[src/rtl/core/ppg_pkg.sv]
`timescale 1ns / 1ps

package ppg_pkg;

	localparam int PHASE_W   = 8;
	localparam int LEVEL_W   = 7;
	localparam int CFG_IDX_W = 2;
	localparam int CFG_W     = 48;
	localparam int NUM_CHAN  = 3;
	localparam int NUM_PHASE = 2 * NUM_CHAN;

	// Request codes carried in req_type.
	localparam logic [1:0] REQ_PIXEL  = 2'd0;
	localparam logic [1:0] REQ_FRAME  = 2'd1;
	localparam logic [1:0] REQ_RELOAD = 2'd2;

	// Configuration register indexes.
	localparam logic [CFG_IDX_W-1:0] CFG_COORD_SCALE = 2'd0;
	localparam logic [CFG_IDX_W-1:0] CFG_START_PHASE = 2'd1;
	localparam logic [CFG_IDX_W-1:0] CFG_PHASE_STEPS = 2'd2;

	localparam logic [7:0]       SCALE_RESET = 8'd1;
	localparam logic [CFG_W-1:0] START_RESET = 48'h0;
	localparam logic [CFG_W-1:0] STEPS_RESET = 48'h0404_0404_0404;

	// A step of this value leaves a phase where it is.
	localparam logic [PHASE_W-1:0] STEP_REST = 8'd4;
	localparam logic [PHASE_W-1:0] QUARTER   = 8'd64;

	typedef struct packed {
		logic [1:0] req_type;
		logic [7:0] pixel_x;
		logic [7:0] pixel_y;
	} in_t;

	typedef struct packed {
		logic [LEVEL_W-1:0] red_level;
		logic [LEVEL_W-1:0] green_level;
		logic [LEVEL_W-1:0] blue_level;
	} out_t;

	typedef logic [PHASE_W-1:0] phase_t;

	localparam logic [7:0] HALF_WAVE [128] = '{
		8'd255, 8'd255, 8'd255, 8'd255, 8'd254, 8'd254, 8'd254, 8'd253,
		8'd253, 8'd252, 8'd251, 8'd250, 8'd250, 8'd249, 8'd248, 8'd246,
		8'd245, 8'd244, 8'd243, 8'd241, 8'd240, 8'd238, 8'd237, 8'd235,
		8'd234, 8'd232, 8'd230, 8'd228, 8'd226, 8'd224, 8'd222, 8'd220,
		8'd218, 8'd215, 8'd213, 8'd211, 8'd208, 8'd206, 8'd203, 8'd201,
		8'd198, 8'd196, 8'd193, 8'd190, 8'd188, 8'd185, 8'd182, 8'd179,
		8'd176, 8'd173, 8'd170, 8'd167, 8'd165, 8'd162, 8'd158, 8'd155,
		8'd152, 8'd149, 8'd146, 8'd143, 8'd140, 8'd137, 8'd134, 8'd131,
		8'd128, 8'd124, 8'd121, 8'd118, 8'd115, 8'd112, 8'd109, 8'd106,
		8'd103, 8'd100, 8'd97,  8'd93,  8'd90,  8'd88,  8'd85,  8'd82,
		8'd79,  8'd76,  8'd73,  8'd70,  8'd67,  8'd65,  8'd62,  8'd59,
		8'd57,  8'd54,  8'd52,  8'd49,  8'd47,  8'd44,  8'd42,  8'd40,
		8'd37,  8'd35,  8'd33,  8'd31,  8'd29,  8'd27,  8'd25,  8'd23,
		8'd21,  8'd20,  8'd18,  8'd17,  8'd15,  8'd14,  8'd12,  8'd11,
		8'd10,  8'd9,   8'd7,   8'd6,   8'd5,   8'd5,   8'd4,   8'd3,
		8'd2,   8'd2,   8'd1,   8'd1,   8'd1,   8'd0,   8'd0,   8'd0
	};

	// Cosine over a full turn: the upper half mirrors the half-wave table.
	function automatic logic [7:0] fold_lookup(input logic [7:0] idx);
		logic [6:0] i;
		i = idx[7] ? ~idx[6:0] : idx[6:0];
		return HALF_WAVE[i];
	endfunction

	// floor(c * 80 / 255) by reciprocal: floor(v / 255) = (v + v/256 + 1) / 256
	// holds for every v up to 80 * 255.
	function automatic logic [LEVEL_W-1:0] level_scale(input logic [7:0] c);
		logic [15:0] v;
		logic [15:0] s;
		v = {2'b00, c, 6'b0} + {4'b0000, c, 4'b0};
		s = v + {8'h00, v[15:8]} + 16'd1;
		return s[14:8];
	endfunction

endpackage

[src/rtl/core/plasma_pixel_generator_core.sv]
`timescale 1ns / 1ps
// Plasma pixel generator core.
//
// Input channel (in_valid / in_ready / in_data): each transfer is one request.
// A pixel request returns one result with the red, green and blue levels
// (0..80) of that coordinate. An advance-frame request moves every phase by
// its step minus four, a reload request copies the start phases in; neither
// returns a result. Request code 3 is dropped without effect.
// Output channel (out_valid / out_ready / out_data): one transfer per pixel.
// Configuration channel (cfg_valid / cfg_ready / cfg_index / cfg_data) is
// always ready; index 0 is the coordinate scale, 1 the start phases, 2 the
// phase steps, and index 3 is ignored. Write it only while the block is idle.
// Throughput: one request per cycle unless every rank is full; the five
// register ranks (input, three compute ranks, output) each hold one pixel.
// When the receiver stalls, the result holds on out_data and empty ranks
// upstream keep filling, so in_ready falls only once every rank is occupied.
// Reset clears all ranks, the phases to zero and the registers to defaults.

module plasma_pixel_generator_core
	import ppg_pkg::*;
(
	input  logic                 clk,
	input  logic                 arst_n,
	input  logic                 in_valid,
	output logic                 in_ready,
	input  in_t                  in_data,
	output logic                 out_valid,
	input  logic                 out_ready,
	output out_t                 out_data,
	input  logic                 cfg_valid,
	output logic                 cfg_ready,
	input  logic [CFG_IDX_W-1:0] cfg_index,
	input  logic [CFG_W-1:0]     cfg_data
);

	// Configuration registers and the running phases.
	logic [7:0]       scale_q;
	logic [CFG_W-1:0] start_q;
	logic [CFG_W-1:0] steps_q;
	phase_t           phase_q [NUM_PHASE];

	logic in_xfer;
	logic cfg_xfer;

	// Rank valid bits and the ready chain that lets bubbles collapse.
	logic v_s1, v_s2, v_s3, v_s4, out_valid_q;
	logic free1, free2, free3, free4, out_free;

	// Rank 1: the coordinate and a snapshot of the phases taken at transfer.
	logic [7:0] x_s1, y_s1;
	phase_t     pa_s1 [NUM_CHAN];
	phase_t     pb_s1 [NUM_CHAN];

	// Rank 2: scaled coordinates, first phase, and cosine of the second phase plus a quarter turn.
	logic [7:0] xs_s2, ys_s2;
	phase_t     pa_s2 [NUM_CHAN];
	logic [7:0] bb_s2 [NUM_CHAN];

	// Rank 3: the two inner lookups.
	logic [7:0] xs_s3;
	logic [7:0] aa_s3 [NUM_CHAN];
	logic [7:0] t2_s3 [NUM_CHAN];

	// Rank 4: the wrapped channel sum.
	logic [7:0] c_s4 [NUM_CHAN];

	out_t out_q;

	logic [15:0] xs_prod, ys_prod;

	assign cfg_ready = 1'b1;
	assign cfg_xfer  = cfg_valid & cfg_ready;

	assign out_free = ~out_valid_q | out_ready;
	assign free4    = ~v_s4 | out_free;
	assign free3    = ~v_s3 | free4;
	assign free2    = ~v_s2 | free3;
	assign free1    = ~v_s1 | free2;
	assign in_ready = free1;
	assign in_xfer  = in_valid & in_ready;

	assign out_valid = out_valid_q;
	assign out_data  = out_q;

	assign xs_prod = {8'h00, x_s1} * {8'h00, scale_q};
	assign ys_prod = {8'h00, y_s1} * {8'h00, scale_q};

	// Configuration writes; an index past the last register changes nothing.
	always_ff @(posedge clk or negedge arst_n) begin
		if (!arst_n) begin
			scale_q <= SCALE_RESET;
			start_q <= START_RESET;
			steps_q <= STEPS_RESET;
		end else if (cfg_xfer) begin
			case (cfg_index)
				CFG_COORD_SCALE: scale_q <= cfg_data[7:0];
				CFG_START_PHASE: start_q <= cfg_data;
				CFG_PHASE_STEPS: steps_q <= cfg_data;
				default: ;
			endcase
		end
	end

	// Phase updates happen at the transfer of the frame or reload request, so
	// a pixel taken earlier already holds its own copy of the old phases.
	always_ff @(posedge clk or negedge arst_n) begin
		if (!arst_n) begin
			for (int k = 0; k < NUM_PHASE; k++) begin
				phase_q[k] <= '0;
			end
		end else if (in_xfer) begin
			case (in_data.req_type)
				REQ_FRAME: begin
					for (int k = 0; k < NUM_PHASE; k++) begin
						phase_q[k] <= phase_q[k] + steps_q[8*k +: 8] - STEP_REST;
					end
				end
				REQ_RELOAD: begin
					for (int k = 0; k < NUM_PHASE; k++) begin
						phase_q[k] <= start_q[8*k +: 8];
					end
				end
				default: ;
			endcase
		end
	end

	// Valid bits of the ranks. Only pixel requests occupy a rank.
	always_ff @(posedge clk or negedge arst_n) begin
		if (!arst_n) begin
			v_s1        <= 1'b0;
			v_s2        <= 1'b0;
			v_s3        <= 1'b0;
			v_s4        <= 1'b0;
			out_valid_q <= 1'b0;
		end else begin
			if (free1) begin
				v_s1 <= in_xfer & (in_data.req_type == REQ_PIXEL);
			end
			if (free2) begin
				v_s2 <= v_s1;
			end
			if (free3) begin
				v_s3 <= v_s2;
			end
			if (free4) begin
				v_s4 <= v_s3;
			end
			if (out_free) begin
				out_valid_q <= v_s4;
			end
		end
	end

	// Datapath ranks; payload needs no reset.
	always_ff @(posedge clk) begin
		if (free1 && in_xfer) begin
			x_s1 <= in_data.pixel_x;
			y_s1 <= in_data.pixel_y;
			for (int k = 0; k < NUM_CHAN; k++) begin
				pa_s1[k] <= phase_q[2*k];
				pb_s1[k] <= phase_q[2*k+1];
			end
		end
		if (free2) begin
			xs_s2 <= xs_prod[7:0];
			ys_s2 <= ys_prod[7:0];
			for (int k = 0; k < NUM_CHAN; k++) begin
				pa_s2[k] <= pa_s1[k];
				bb_s2[k] <= fold_lookup(pb_s1[k] + QUARTER);
			end
		end
		if (free3) begin
			xs_s3 <= xs_s2;
			for (int k = 0; k < NUM_CHAN; k++) begin
				aa_s3[k] <= fold_lookup(ys_s2 + pa_s2[k]);
				t2_s3[k] <= fold_lookup(ys_s2 + bb_s2[k] + QUARTER);
			end
		end
		if (free4) begin
			for (int k = 0; k < NUM_CHAN; k++) begin
				c_s4[k] <= fold_lookup(xs_s3 + aa_s3[k]) + t2_s3[k];
			end
		end
		if (out_free) begin
			out_q.red_level   <= level_scale(c_s4[0]);
			out_q.green_level <= level_scale(c_s4[1]);
			out_q.blue_level  <= level_scale(c_s4[2]);
		end
	end

endmodule

[config.mk]
export PLATFORM = sky130hd
export DESIGN_NAME = plasma_pixel_generator_core
export DESIGN_NICKNAME = d
export VERILOG_FILES = /design/src/rtl/core/ppg_pkg.sv /design/src/rtl/core/plasma_pixel_generator_core.sv
export SDC_FILE = /design/constraint.sdc
export NUM_CORES = 2
export LEC_CHECK = 0
export BUFFER_PORTS_ARGS = -buffer_cell sky130_fd_sc_hd__buf_2
export CELL_PAD_IN_SITES_DETAIL_PLACEMENT = 1
export CELL_PAD_IN_SITES_GLOBAL_PLACEMENT = 2
export CORE_ASPECT_RATIO = 0.6
export CORE_UTILIZATION = 25
export CTS_CLUSTER_SIZE = 20
export DETAILED_ROUTE_END_ITERATION = 6
export PLACE_DENSITY_LB_ADDON = 0.1
export RECOVER_POWER = 50
export SETUP_SLACK_MARGIN = 0.3
export SLEW_MARGIN = 15
export SYNTH_ARGS = -nofsm -noshare
export SYNTH_HDL_FRONTEND = slang
export SYNTH_SLANG_ARGS = --single-unit
[constraint.sdc]
create_clock -name clk -period 9.64 [get_ports clk]
set_input_delay 0.964 -clock clk [delete_from_list [all_inputs] [get_ports clk]]
set_output_delay 0.964 -clock clk [all_outputs]
set_load 0.02 [all_outputs]
==> impl_metrics.env <==
export IMPL_outcome="finished, violations left"
export IMPL_failed_checks="capacitance limit, slew limit"
export IMPL_syn_mean_instance_area_um2=8.246
export IMPL_worstSetupPathType="flop to flop"
export IMPL_worst_path_max_delay_cell="xnor2_1"
export IMPL_timing_setup_tns_ps=0
export IMPL_drt_antenna_violating_nets=0
export IMPL_grt_total_usage=0.2010
export IMPL_crit_path_frequent_cell="a21oi_1"
export IMPL_max_freq_mhz=146.2
export IMPL_die_width_um=539.9
export IMPL_quantity_of_gates_resized_following_cts=0
export IMPL_routabilityCongestion=0.8584
export IMPL_grt_overflow=0
export IMPL_worst_path_dominant_cell_family="compound AO/OA/AOI/OAI gates"
export IMPL_timing_hold_worst_path_depth=0
export IMPL_tightest_slew_ps=5275
export IMPL_worst_r2r_setup_slack_ps=2800
export IMPL_cts_root_buffer_cell="clkbuf_16"
export IMPL_hold_viol=0
export IMPL_numCtsBuffers=49
export IMPL_nNetsFinal=5661
export IMPL_r2r_end="c_s4[0][15]"
export IMPL_clockBufferDepth=3
export IMPL_critical_path_max_stage_delay_ps=550
export IMPL_numPortBuffers=95
export IMPL_worst_r2r_startpoint="xs_s3[6]"
export IMPL_routed_via_count_divided_by_cell_count=5.497
export IMPL_yosys_most_used_dff="edfxtp_1"
export IMPL_grt_first_pass_wirelength_um=275100
export IMPL_synth_async_reset_ratio=0.4067
export IMPL_dpl_worst_slack_ps=2928
export IMPL_drtIter0Drc=3406
export IMPL_clock_latency_ps=690
export IMPL_start_util=0.2517
export IMPL_setup_viol=0
export IMPL_number_of_register_bits_inferred_by_synthesis=386
export IMPL_reg2reg_depth=24
export IMPL_hp_start="pa_s1[0][1]"
export IMPL_post_route_cells_drive_above_1_share=0.1090
export IMPL_synth_enable_flop_cells=229
export IMPL_remaining_drc_errors=0
export IMPL_cts_hold_buffers_added=0
export IMPL_hpwlAfterDp_um=133100
export IMPL_synth_yosys_warnings=0
export IMPL_route_final_wire_length_um=180500
export IMPL_max_slew_margin=-2.517
export IMPL_synth_nets=5734
export IMPL_cts_num_sinks=386
export IMPL_drt_pass1_iterations=6
export IMPL_hold_path_endpoint="pa_s2[0][1]"
export IMPL_fp_dieH_um=324.8
export IMPL_grt_antenna_before_repair=18
export IMPL_post_synth_instance_area_um2=43410
export IMPL_synth_yosys_seq_area_share=0.2491
export IMPL_post_route_worst_setup_slack_ps=2798
export IMPL_finalCritPeriodShare=0.7098
export IMPL_num_io_pins=97
export IMPL_clk_pin_slew_worst_paths_ps=70
export IMPL_min_period_ps=6842
export IMPL_routedWlPerCell_um=24.02
export IMPL_min_delay_path_class="flop to flop"
export IMPL_vias=41300
export IMPL_placement_rows=118
export IMPL_floorplan_die_area_um2=175300
export IMPL_critical_path_cell_chain="ha_1 > a21oi_1 > o21a_1 > nand3_1 > and2_1 > buf_4 > xnor2_1 > inv_1 > ha_1 > nor2_1 > o2111ai_1 > a222oi_1 > a221oi_1 > a31oi_1 > o221ai_1 > ha_1 > a21o_1 > a21oi_1 > o21bai_1 > a21oi_1 > o21bai_1 > a21oi_1 > xnor2_1 > xnor2_1"
export IMPL_cap_viol_max_count=6
export IMPL_finClkSkew_ps=52.07
export IMPL_finish_utilization=0.2798
export IMPL_timing_critical_path_arrival_ps=7280
export IMPL_final_max_slew_violation_count=283
export IMPL_layout_area_overhead_vs_synth_pct=11.17
export IMPL_synth_cell_type_count=111
export IMPL_fin_hold_ws_ps=389.2
export IMPL_timing_critical_path_to_type="flop"
export IMPL_first_global_vias=40930
export IMPL_critPathLaunchType="flop"
export IMPL_number_of_cells_produced_by_synthesis=5264
export IMPL_grt_max_degree=97
export IMPL_tritoncts="done"
export IMPL_core_area_um2=172400
export IMPL_worstPathMaxFanout=17
export IMPL_h_tree_depth=2
export IMPL_post_cts_setup_buffer_count=0
export IMPL_rsz_0062_raised_after_global_routing="false"
export IMPL_timing_critical_path_required_ps=10080
export IMPL_cp_num_buf_inv=2
[placed cells by master, fill, tap and decap left out, drive strengths merged, types with 51 or more instances in the layout]
cell	count
a21o	78
nand2	467
o211ai	88
and2	71
inv	301
nand3	146
ha	352
buf	232
clkbuf	67
dfrtp	150
xnor2	256
a31oi	75
a21oi	423
a211oi	147
edfxtp	229
o21ai	337
o22ai	68
nor2	433
nor3	148
mux2i	63
a221oi	51
mux2	123
[metal layers]
metal	global-route usage	wire length [um]	vias to the layer above
met2	0.2612	67350	1069
met3	0.03735	11350	137
met1	0.3325	99290	20520
li1	-	-	19570
met4	0.03108	2427	10
met5	0	73	-
[cell type report]
type | instances | area, um2
Antenna cell | 4 | 10.01
Clock buffer | 55 | 1259
Clock inverter | 35 | 392.9
Fill cell | 20290 | 124200
Inverter | 298 | 1119
Multi-Input combinational cell | 4212 | 30240
Sequential cell | 386 | 10810
Tap cell | 2280 | 2853
Timing Repair Buffer | 244 | 1569
[state kept, by name, summed over array words and instances (netlist names), 21 cells and up]
signal,flops
steps_q,48
start_q,48
bb_s2,24
aa_s3,24
c_s4,24
phase_q,48
pa_s2,24
pa_s1,24
t2_s3,24
pb_s1,24
out_data,21
[metrics by stage]
stage          cells  instance area, um2
3_3_place_gp    7420               46620
6_report        7514               48250
3_5_place_dp    7420               46620
5_1_grt         7513               48250
4_1_cts         7510               48280
2_1_floorplan   5264               43410
[cell families (layout without fill, tap and decap cells)]
kind of cell,Yosys count,count (layout),share of synthesized area
AO/OA/AOI/OAI,1769,1769,0.2752
XOR/XNOR,328,328,0.07728
adder cells (fa/ha/maj),403,403,0.1236
buffers and inverters,666,632,0.06048
flip-flops,386,386,0.2491
multiplexers,199,199,0.05318
other,1,5,0.00008639
AND/OR/NAND/NOR,1512,1512,0.1611
[Yosys cell counts (23+ instances only)]
cell type	count	area (um2)
nand2_1	466	1749
nor2_1	428	1607
a21oi_1	420	2102
ha_1	352	4404
o21ai_0	318	1592
inv_1	288	1081
clkbuf_1	264	991.0
xnor2_1	238	2085
edfxtp_1	229	6877
dfrtp_1	150	3754
a211oi_1	146	1096
nand3_1	145	725.7
nor3_1	145	725.7
mux2_2	123	1385
o211ai_1	88	660.6
a21o_1	77	578.1
a31oi_1	75	469.2
and2_1	71	444.2
o22ai_1	68	425.4
buf_2	64	320.3
mux2i_1	63	630.6
a221oi_1	49	429.2
o221ai_1	49	429.2
xor2_1	48	420.4
fa_1	45	900.9
nand4_1	40	250.2
and3_1	37	231.5
buf_1	31	116.4
o21a_1	31	232.7
o21bai_1	31	232.7
a311oi_1	30	262.8
nor4_1	29	181.4
nand2b_1	28	175.2
a22oi_1	27	202.7
o2111ai_1	26	227.7
o31ai_1	26	195.2
a221o_1	25	250.2
or3_1	25	156.4
xnor3_1	23	518.0
[worst max-delay path by stage]
stage	startpoint	to	cells after the start	slack [ps]
floorplan	out_ready	phase_q[12]	10	3890
global placement	xs_s3[4]	c_s4[0][15]	24	3130
detailed placement	xs_s3[4]	c_s4[0][15]	24	2930
CTS	xs_s3[4]	c_s4[0][15]	24	2880
global route	xs_s3[4]	c_s4[0][15]	24	2190
finish	xs_s3[6]	c_s4[0][15]	24	2800
Power is left out: the tool's default activity adds up to more than one toggle a clock period on the data nets, which glitch-free logic cannot reach.
